### config.mk
export PLATFORM = sky130hd
export DESIGN_NAME = cmr_ram
export DESIGN_NICKNAME = d
export VERILOG_FILES = /design/src/design/cmr_ram.sv
export SDC_FILE = /design/constraint.sdc
export NUM_CORES = 1
export LEC_CHECK = 0
export ABC_AREA = 1
export ABC_CLOCK_PERIOD_IN_PS = 1350
export BUFFER_PORTS_ARGS = -buffer_cell sky130_fd_sc_hd__buf_4
export CAP_MARGIN = 10
export CORE_UTILIZATION = 25
export CTS_CLUSTER_DIAMETER = 120
export DETAILED_ROUTE_END_ITERATION = 12
export GPL_ROUTABILITY_DRIVEN = 0
export GPL_TIMING_DRIVEN = 0
export SLEW_MARGIN = 0
export SYNTH_ARGS = -nofsm -noshare
export SYNTH_HDL_FRONTEND = slang
export SYNTH_SLANG_ARGS = --single-unit
### constraint.sdc
create_clock -name clk -period 1.35 [get_ports clk]
set_input_delay 0.135 -clock clk [delete_from_list [all_inputs] [get_ports clk]]
set_output_delay 0.135 -clock clk [all_outputs]
set_load 0.005 [all_outputs]
### src/design/cmr_ram.sv
// ----------------------------------------------------------------------------
// Generic single-port-write, single-port-read RAM
// Synchronous write, registered read with a read enable.
// ----------------------------------------------------------------------------
module cmr_ram #(
	parameter int WIDTH = 8,
	parameter int DEPTH = 16
) (
	input  logic                     clk,
	input  logic                     we,
	input  logic [$clog2(DEPTH)-1:0] waddr,
	input  logic [WIDTH-1:0]         wdata,
	input  logic                     re,
	input  logic [$clog2(DEPTH)-1:0] raddr,
	output logic [WIDTH-1:0]         rdata
);

	logic [WIDTH-1:0] mem_q [DEPTH];

	// Write port.
	always_ff @(posedge clk) begin
		if (we) begin
			mem_q[waddr] <= wdata;
		end
	end

	// Registered read port; data holds while no read is issued.
	always_ff @(posedge clk) begin
		if (re) begin
			rdata <= mem_q[raddr];
		end
	end

endmodule

==> metrics.log, run 1 <==
[metrics] outcome: finished, final reports clean
[metrics] power density of the placed cells: between 1000 and 1500 mW/mm^2
[metrics] area enclosed by the die boundary: 0.0240 mm^2
[metrics] area grow syn2layout: 19.7%
[metrics] total setup buffers inserted after CTS: 0
[metrics] count of input and output buffers: 23
[metrics] Worst EP required: about 1.5 ns
[metrics] wire length of the first global-routing pass: 21,900 um
[metrics] Min Clock Period, post-route: 1.20 ns
[metrics] startpoint of the worst register-to-register path: mem_q[10][5]
[metrics] Core Area: roughly 0.023 mm^2
[metrics] non-filler cells in the finished layout: 920
[metrics] Synthesized Nets: 570
[metrics] most frequent standard cell in the layout excluding fill and tap cells: sky130_fd_sc_hd__nand2_1
[metrics] die height: 155 um
[metrics] max-slew violation count: 0
[metrics] R2R setup slack: approximately 0.15 ns
[metrics] initial antenna violation count: 0
[metrics] floorplan die width: 155 um
[metrics] first-iteration detailed-routing DRC count: 340
[metrics] unrepaired setup endpoints after global routing: false
[metrics] Reg clk slew, reported paths: 0.06 ns
[metrics] fraction of final layout cells with drive strength greater than 1: about an eighth
[metrics] critical path start-end classification: reg2reg
[metrics] CP cell instances: inv_1, nand2_1, nand3_1, nand3_1, nand3_1, nand2_1
[metrics] estimated wirelength of the detail-placed design: ~9700 um
[metrics] top cells by area in the synthesized netlist: sky130_fd_sc_hd__edfxtp_1 70%, sky130_fd_sc_hd__nand2_1 11%, sky130_fd_sc_hd__nand3_1 8.3%
[metrics] GRT busiest layer: met2
[metrics] Seq cells post-synth: ~140
[metrics] combined flip-flop and latch cell area: between 0.004 and 0.005 mm^2
[metrics] final worst-path setup slack: ~0.15 ns
[metrics] Synth Warn #: 0
[metrics] Filler cells: approximately 2.3k
[metrics] delay contributed by the slowest stage of the critical path: ~0.37 ns
[metrics] category of the worst setup path launch point: register
[metrics] hold path start: wdata[1]
[metrics] area taken by multi-input logic gates: roughly 0.0012 mm^2
[metrics] overflow left after global routing: 0
[metrics] total number of nets in the final design: between 600 and 700
[metrics] global router's overall resource usage: between 10 and 15%
[metrics] count of nets left with antenna violations after detail routing: 0
[metrics] number of stages on the worst hold path: 1
[metrics] met3 usage: about 3.6%
[metrics] leading cell types in the layout, fill and taps excluded: 173 x sky130_fd_sc_hd__nand2_1, 136 x sky130_fd_sc_hd__edfxtp_1, 100 x sky130_fd_sc_hd__inv_1
[metrics] worst slack on hold paths: 0.0564 ns
[metrics] root cell of the clock tree: sky130_fd_sc_hd__clkbuf_16
[metrics] Max Cap Viol: 0
[metrics] worst-case hold path end point: mem_q[2][1]
[metrics] global-route met2 utilization: 19.6%
[metrics] Post-Place Cell Area: between 0.006 and 0.007 mm^2
[metrics] vias in the first global route: 3,828
[metrics] cell family with the largest share of critical-path delay: simple AND/OR/NAND/NOR gates
[metrics] worst-margin pin slew: 0.953 ns
[metrics] area share of the largest cell type after synthesis: between 60% and 70%
[metrics] share of synthesized area occupied by flip-flops and latches: 69.8%
[metrics] CP dominant cell by count: sky130_fd_sc_hd__nand3_1
[metrics] hold crit path type: in2reg
[metrics] maximum number of pins on one net before global-route repair: 17
[metrics] number of vias per cell: 4.27
[metrics] Placed Cells incl. Taps: between 800 and 900
[metrics] count of clock tree sinks: ~140
[metrics] number of cells produced by synthesis: ~550
[metrics] average routed wire per standard cell: 15.8 um
[metrics] number of vias after detailed routing: 3,928
[metrics] endpoint arrival time on the critical path: approximately 1.4 ns
[metrics] final critical-path share of the clock period: 89.1%
[metrics] worst clock skew on the final layout: roughly 0.0099 ns
[metrics] maximum level of the CTS H-tree: 4
[metrics] Max-Slew Margin vs Limit: about 36%
[metrics] number of library cell types mapped by synthesis: 11
[metrics] DRC violations left: 0
[metrics] TritonCTS clock tree: built
[metrics] cell type with the highest aggregate area in the netlist: sky130_fd_sc_hd__edfxtp_1
[metrics] capture point of the worst reg-to-reg path: rdata[5]
[metrics] synthesized area per cell: around 11 um^2
[metrics] setup violation total in the final timing report: 0
[metrics] finished layout cell area: about 0.007 mm^2
[metrics] maximum clock path buffer count: 2
[metrics] Max IR drop VDD: 0.780 mV
[metrics] clock network latency to the later pin of the worst-skew pair: 0.42 ns
[metrics] Setup TNS: 0 ns
[metrics] met1 Resource Use GR: 17.3%
[metrics] number of optimization iterations in the first detailed-route pass: 5
[metrics] Max Fanout on Critical Path: 1
[metrics] initial core utilization: around a quarter
[metrics] antenna diode instance count: 0
[metrics] highest clock rate: about 830 MHz
[metrics] hold violation total from the final report: 0
[metrics] Netlist Area Pre-Place: 0.00585 mm^2
[metrics] Top Ports: 27
[metrics] standard-cell rows: 55
[metrics] depth of the worst register-to-register path: 6
[metrics] Critical Path Sink Type: register
[metrics] CP bufs+invs: 1
[metrics] Post-Place Worst Slack: -0.304 ns
[metrics] leakage power summed over all cells: about 0.0029 uW
[metrics] Routed WL: 14,500 um
[metrics] number of CTS-inserted buffers: 17
[metrics] library cell contributing the largest single delay on the critical path: sky130_fd_sc_hd__edfxtp_1
## registers in the layout, indices dropped and copies added, names as in the netlist
signal,cells
mem_q,128
rdata,8
## cells in the mapped netlist
| master | instances |
|---|---|
| sky130_fd_sc_hd__buf_1 | 1 |
| sky130_fd_sc_hd__buf_2 | 13 |
| sky130_fd_sc_hd__buf_4 | 4 |
| sky130_fd_sc_hd__buf_6 | 6 |
| sky130_fd_sc_hd__edfxtp_1 | 136 |
| sky130_fd_sc_hd__inv_1 | 100 |
| sky130_fd_sc_hd__inv_2 | 2 |
| sky130_fd_sc_hd__nand2_1 | 173 |
| sky130_fd_sc_hd__nand3_1 | 97 |
| sky130_fd_sc_hd__nand3b_1 | 2 |
| sky130_fd_sc_hd__nor2_1 | 17 |
## power by group
| group | total (uW) | switching [uW] | internal [uW] |
|---|---|---|---|
| clock | 4520 | 1790 | 2730 |
| sequential | 4780 | 22.7 | 4760 |
| combinational | 650 | 448 | 202 |
## worst max path at each step
stage                         endpoint         start  cells past startpoint
final                         rdata[5]  mem_q[10][5]                      6
after global routing       mem_q[9][5]      waddr[2]                      3
after CTS                  mem_q[8][3]      waddr[2]                      3
after detailed placement   mem_q[8][6]      waddr[2]                      3
after global placement     mem_q[4][4]      waddr[3]                      3
after floorplan           mem_q[10][0]      waddr[2]                      2
## what timing repair did
item                                   CTS  global route
gates resized for setup                  0             0
setup endpoints to repair                0             0
hold buffers                             1             0
endpoints found under the hold margin    8             0
## area by class of cell
type / instances / area share, %
inverters: 102 / 5.47
clock inverters: 13 / 2.09
multi-input cells: 289 / 17.3
plain buffers: 24 / 2.38
flip-flops and latches: 136 / 58.3
clock buffers: 19 / 6.18
repair buffers: 24 / 2.61
well taps: 313 / 5.59
## layer usage
| metal | wire length [um] | vias up |
|---|---|---|
| li1 | - | 1869 |
| met1 | 6580 | 1893 |
| met2 | 6640 | 148 |
| met3 | 1070 | 18 |
| met4 | 237 | 0 |
| met5 | 0 | - |
## logic make-up (layout without fill, tap and decap cells)
logic type | count (synthesis) | after routing | share of synthesized area [%]
AND/OR/NAND/NOR | 289 | 289 | 20.8
flip-flops | 136 | 136 | 69.8
buffers and inverters | 126 | 182 | 9.39
## stage by stage
step	utilization, %	power [uW]
3_3_place_gp	28.1	5510
6_report	30.7	9950
5_1_grt	30.7	10200
4_1_cts	30.7	10000
2_1_floorplan	-	5200
3_5_place_dp	28.1	5520
(Power assumes the default switching activity.)
==> run 2: changes to the inputs <==
- ABC_AREA: 1 -> unset
==> metrics.log, run 2 <==
[metrics] outcome: finished, violations left
[metrics] violated checks: setup timing
[metrics] delay contributed by the slowest stage of the critical path: approximately 0.52 ns
[metrics] setup violation total in the final timing report: 8
[metrics] synthesized area per cell: approximately 23 um^2
[metrics] first-iteration detailed-routing DRC count: 130
[metrics] final total power: ~9900 uW
[metrics] root cell of the clock tree: sky130_fd_sc_hd__clkbuf_16
[metrics] Critical Path Sink Type: register
[metrics] Routed WL: 10,500 um
[metrics] leading cell types in the layout, fill and taps excluded: 136 x sky130_fd_sc_hd__edfxtp_1, 31 x sky130_fd_sc_hd__mux4_2, 26 x sky130_fd_sc_hd__buf_4
[metrics] vias in the first global route: about 2.6k
[metrics] number of vias per cell: around 4.3
[metrics] hold violation total from the final report: 0
[metrics] Core Area: between 0.02 and 0.025 mm^2
[metrics] average routed wire per standard cell: between 15 and 20 um
[metrics] Seq cells post-synth: 136
[metrics] DRC violations left: 0
[metrics] share of synthesized area occupied by flip-flops and latches: between 70 and 80%
[metrics] cell types with the highest counts after synthesis: 136 x sky130_fd_sc_hd__edfxtp_1, 18 x sky130_fd_sc_hd__mux4_2, 16 x sky130_fd_sc_hd__a22oi_1
[metrics] Synthesized Nets: between 200 and 250
[metrics] maximum number of pins on one net before global-route repair: 17
[metrics] Post-Place Cell Area: a little under 0.006 mm^2
[metrics] Reg clk slew, reported paths: 0.06 ns
[metrics] most common cell in the synthesized netlist: sky130_fd_sc_hd__edfxtp_1
[metrics] most frequent standard cell in the layout excluding fill and tap cells: sky130_fd_sc_hd__edfxtp_1
[metrics] net switching power: 2020 uW
[metrics] top cells by area in the synthesized netlist: sky130_fd_sc_hd__edfxtp_1 78%, sky130_fd_sc_hd__mux4_2 7.8%, sky130_fd_sc_hd__mux4_1 7.0%
[metrics] count of clock tree sinks: between 100 and 150
[metrics] fraction of power spent switching nets: around a fifth
[metrics] fraction of final layout cells with drive strength greater than 1: between 40 and 50%
[metrics] TritonCTS clock tree: built
[metrics] estimated wirelength of the detail-placed design: between 6000 and 7000 um
[metrics] area grow syn2layout: 23.3%
[metrics] most flop-heavy register: mem_q
[metrics] floorplan die width: 147 um
[metrics] Max-Slew Margin vs Limit: 38.3%
[metrics] number of library cell types mapped by synthesis: 18
[metrics] leakage power summed over all cells: slightly above 0.002 uW
[metrics] max reg flops: between 100 and 150
[metrics] worst slack on hold paths: 0.0401 ns
[metrics] endpoint arrival time on the critical path: 1.60 ns
[metrics] Max IR drop VDD: around 0.6 mV
[metrics] Max Fanout on Critical Path: 1
[metrics] initial core utilization: 25.7%
[metrics] category of the worst setup path launch point: register
[metrics] Netlist Area Pre-Place: about 0.0052 mm^2
[metrics] unrepaired setup endpoints after global routing: true
[metrics] overflow left after global routing: 0
[metrics] highest clock rate: approximately 690 MHz
[metrics] number of cells produced by synthesis: approximately 230
[metrics] fraction of registers with async set/reset: 0%
[metrics] area enclosed by the die boundary: about 0.021 mm^2
[metrics] count of nets left with antenna violations after detail routing: 0
[metrics] Top Ports: 27
[metrics] depth of the worst register-to-register path: 3
[metrics] critical path start-end classification: reg2reg
[metrics] initial antenna violation count: 0
[metrics] Layout Utilization: between 30% and 40%
[metrics] Reg power frac: approximately half
[metrics] Max Cap Viol: 0
[metrics] Cell Int Power: 7890 uW
[metrics] number of optimization iterations in the first detailed-route pass: 4
[metrics] CP cell instances: mux4_2, a22oi_2, nand2_1
[metrics] worst-margin pin slew: 0.921 ns
[metrics] finished layout cell area: 0.00645 mm^2
[metrics] clock group share of total power: a little under half
[metrics] dominant register cell in the synthesized netlist: sky130_fd_sc_hd__edfxtp_1
[metrics] Synth Warn #: 0
[metrics] count of input and output buffers: 25
[metrics] number of stages on the worst hold path: 1
[metrics] Worst EP required: about 1.5 ns
[metrics] maximum level of the CTS H-tree: 4
[metrics] total number of nets in the final design: 294
[metrics] standard-cell rows: 52
[metrics] wire length of the first global-routing pass: 16,100 um
[metrics] clock network latency to the later pin of the worst-skew pair: 0.42 ns
[metrics] library cell contributing the largest single delay on the critical path: sky130_fd_sc_hd__mux4_2
[metrics] die height: roughly 150 um
[metrics] Min Clock Period, post-route: around 1.5 ns
[metrics] antenna diode instance count: 0
[metrics] combinational cell fraction of total power: about 5.4%
[metrics] global router's overall resource usage: 10.6%
[metrics] hold crit path type: in2reg
[metrics] EDFF count, synth: roughly 140
[metrics] maximum clock path buffer count: 2
[metrics] final worst-path setup slack: -0.105 ns
[metrics] area share of the largest cell type after synthesis: 78.1%
[metrics] final critical-path share of the clock period: 108%
[metrics] total setup buffers inserted after CTS: 0
[metrics] max-slew violation count: 0
[metrics] number of CTS-inserted buffers: 17
[metrics] number of vias after detailed routing: around 2.4k
[metrics] power density of the placed cells: ~1500 mW/mm^2
[metrics] cell type with the highest aggregate area in the netlist: sky130_fd_sc_hd__edfxtp_1
[metrics] registers with the most flip-flops: mem_q: 128 flops, rdata: 8 flops
[metrics] worst clock skew on the final layout: roughly 0.011 ns
run 2: what timing repair did:
item,4_1_cts,5_1_grt
resized for setup,13,11
gates cloned,0,0
pin swaps,3,4
setup endpoints to repair,56,12
hold buffers,1,0
hold endpoints to repair,8,0
run 2: final timing paths:
kind / to / slack [ns] / from
hold reg to reg: rdata[7] / 0.77 / mem_q[10][7]
setup reg to reg: rdata[6] / -0.11 / mem_q[4][6]
setup / recovery: rdata[6] / -0.11 / mem_q[4][6]
hold / removal: mem_q[4][5] / 0.04 / wdata[5]
run 2: power by group through the flow:
stage	combinational (uW)	clock, uW	sequential (uW)
final	536	4590	4780
after global routing	579	4830	4790
after CTS	525	4650	4780
after detailed placement	504	0	4870
after global placement	490	0	4860
after floorplan	260	0	4870
run 2: routing by layer:
metal | routed length [um] | vias up | GRT usage (%)
li1 | - | 1058 | -
met1 | 4860 | 1289 | 14.8
met2 | 5010 | 59 | 15.7
met3 | 593 | 9 | 3.53
met4 | 78 | 0 | 3.28
met5 | 0 | - | 0
run 2: final cells by class:
| type | instances | area (um^2) |
|---|---|---|
| clock inverters | 13 | 155 |
| clock buffers | 19 | 433 |
| well taps | 270 | 338 |
| plain buffers | 10 | 120 |
| fillers | 1930 | 13900 |
| flip-flops and latches | 136 | 4080 |
| multi-input cells | 83 | 1110 |
| repair buffers | 27 | 205 |
run 2: cells by family (layout without fill, tap and decap cells):
logic type | after synthesis | after routing | synth area share [%]
AOI/OAI and AO/OA | 16 | 16 | 2.30
buffers and inverters | 10 | 69 | 1.65
DFF | 136 | 136 | 78.1
muxes | 32 | 32 | 14.8
and+or+nand+nor | 35 | 35 | 3.14
run 2: per-stage QoR:
step / setup TNS [ns] / std cells / worst slack [ns]
2_1_floorplan: -1.56 / 229 / -0.0511
3_3_place_gp: -42.48 / 524 / -0.630
3_5_place_dp: -43.42 / 525 / -0.629
4_1_cts: -0.719 / 558 / -0.120
5_1_grt: -0.813 / 558 / -0.138
6_report: -0.503 / 558 / -0.105
run 2: worst max-delay path: cells and delay by family, from the launching register on:
kind	cells	cell delay, ns
flops	1	0.36
simple gates	1	0.12
mux	1	0.52
compound gates	1	0.19
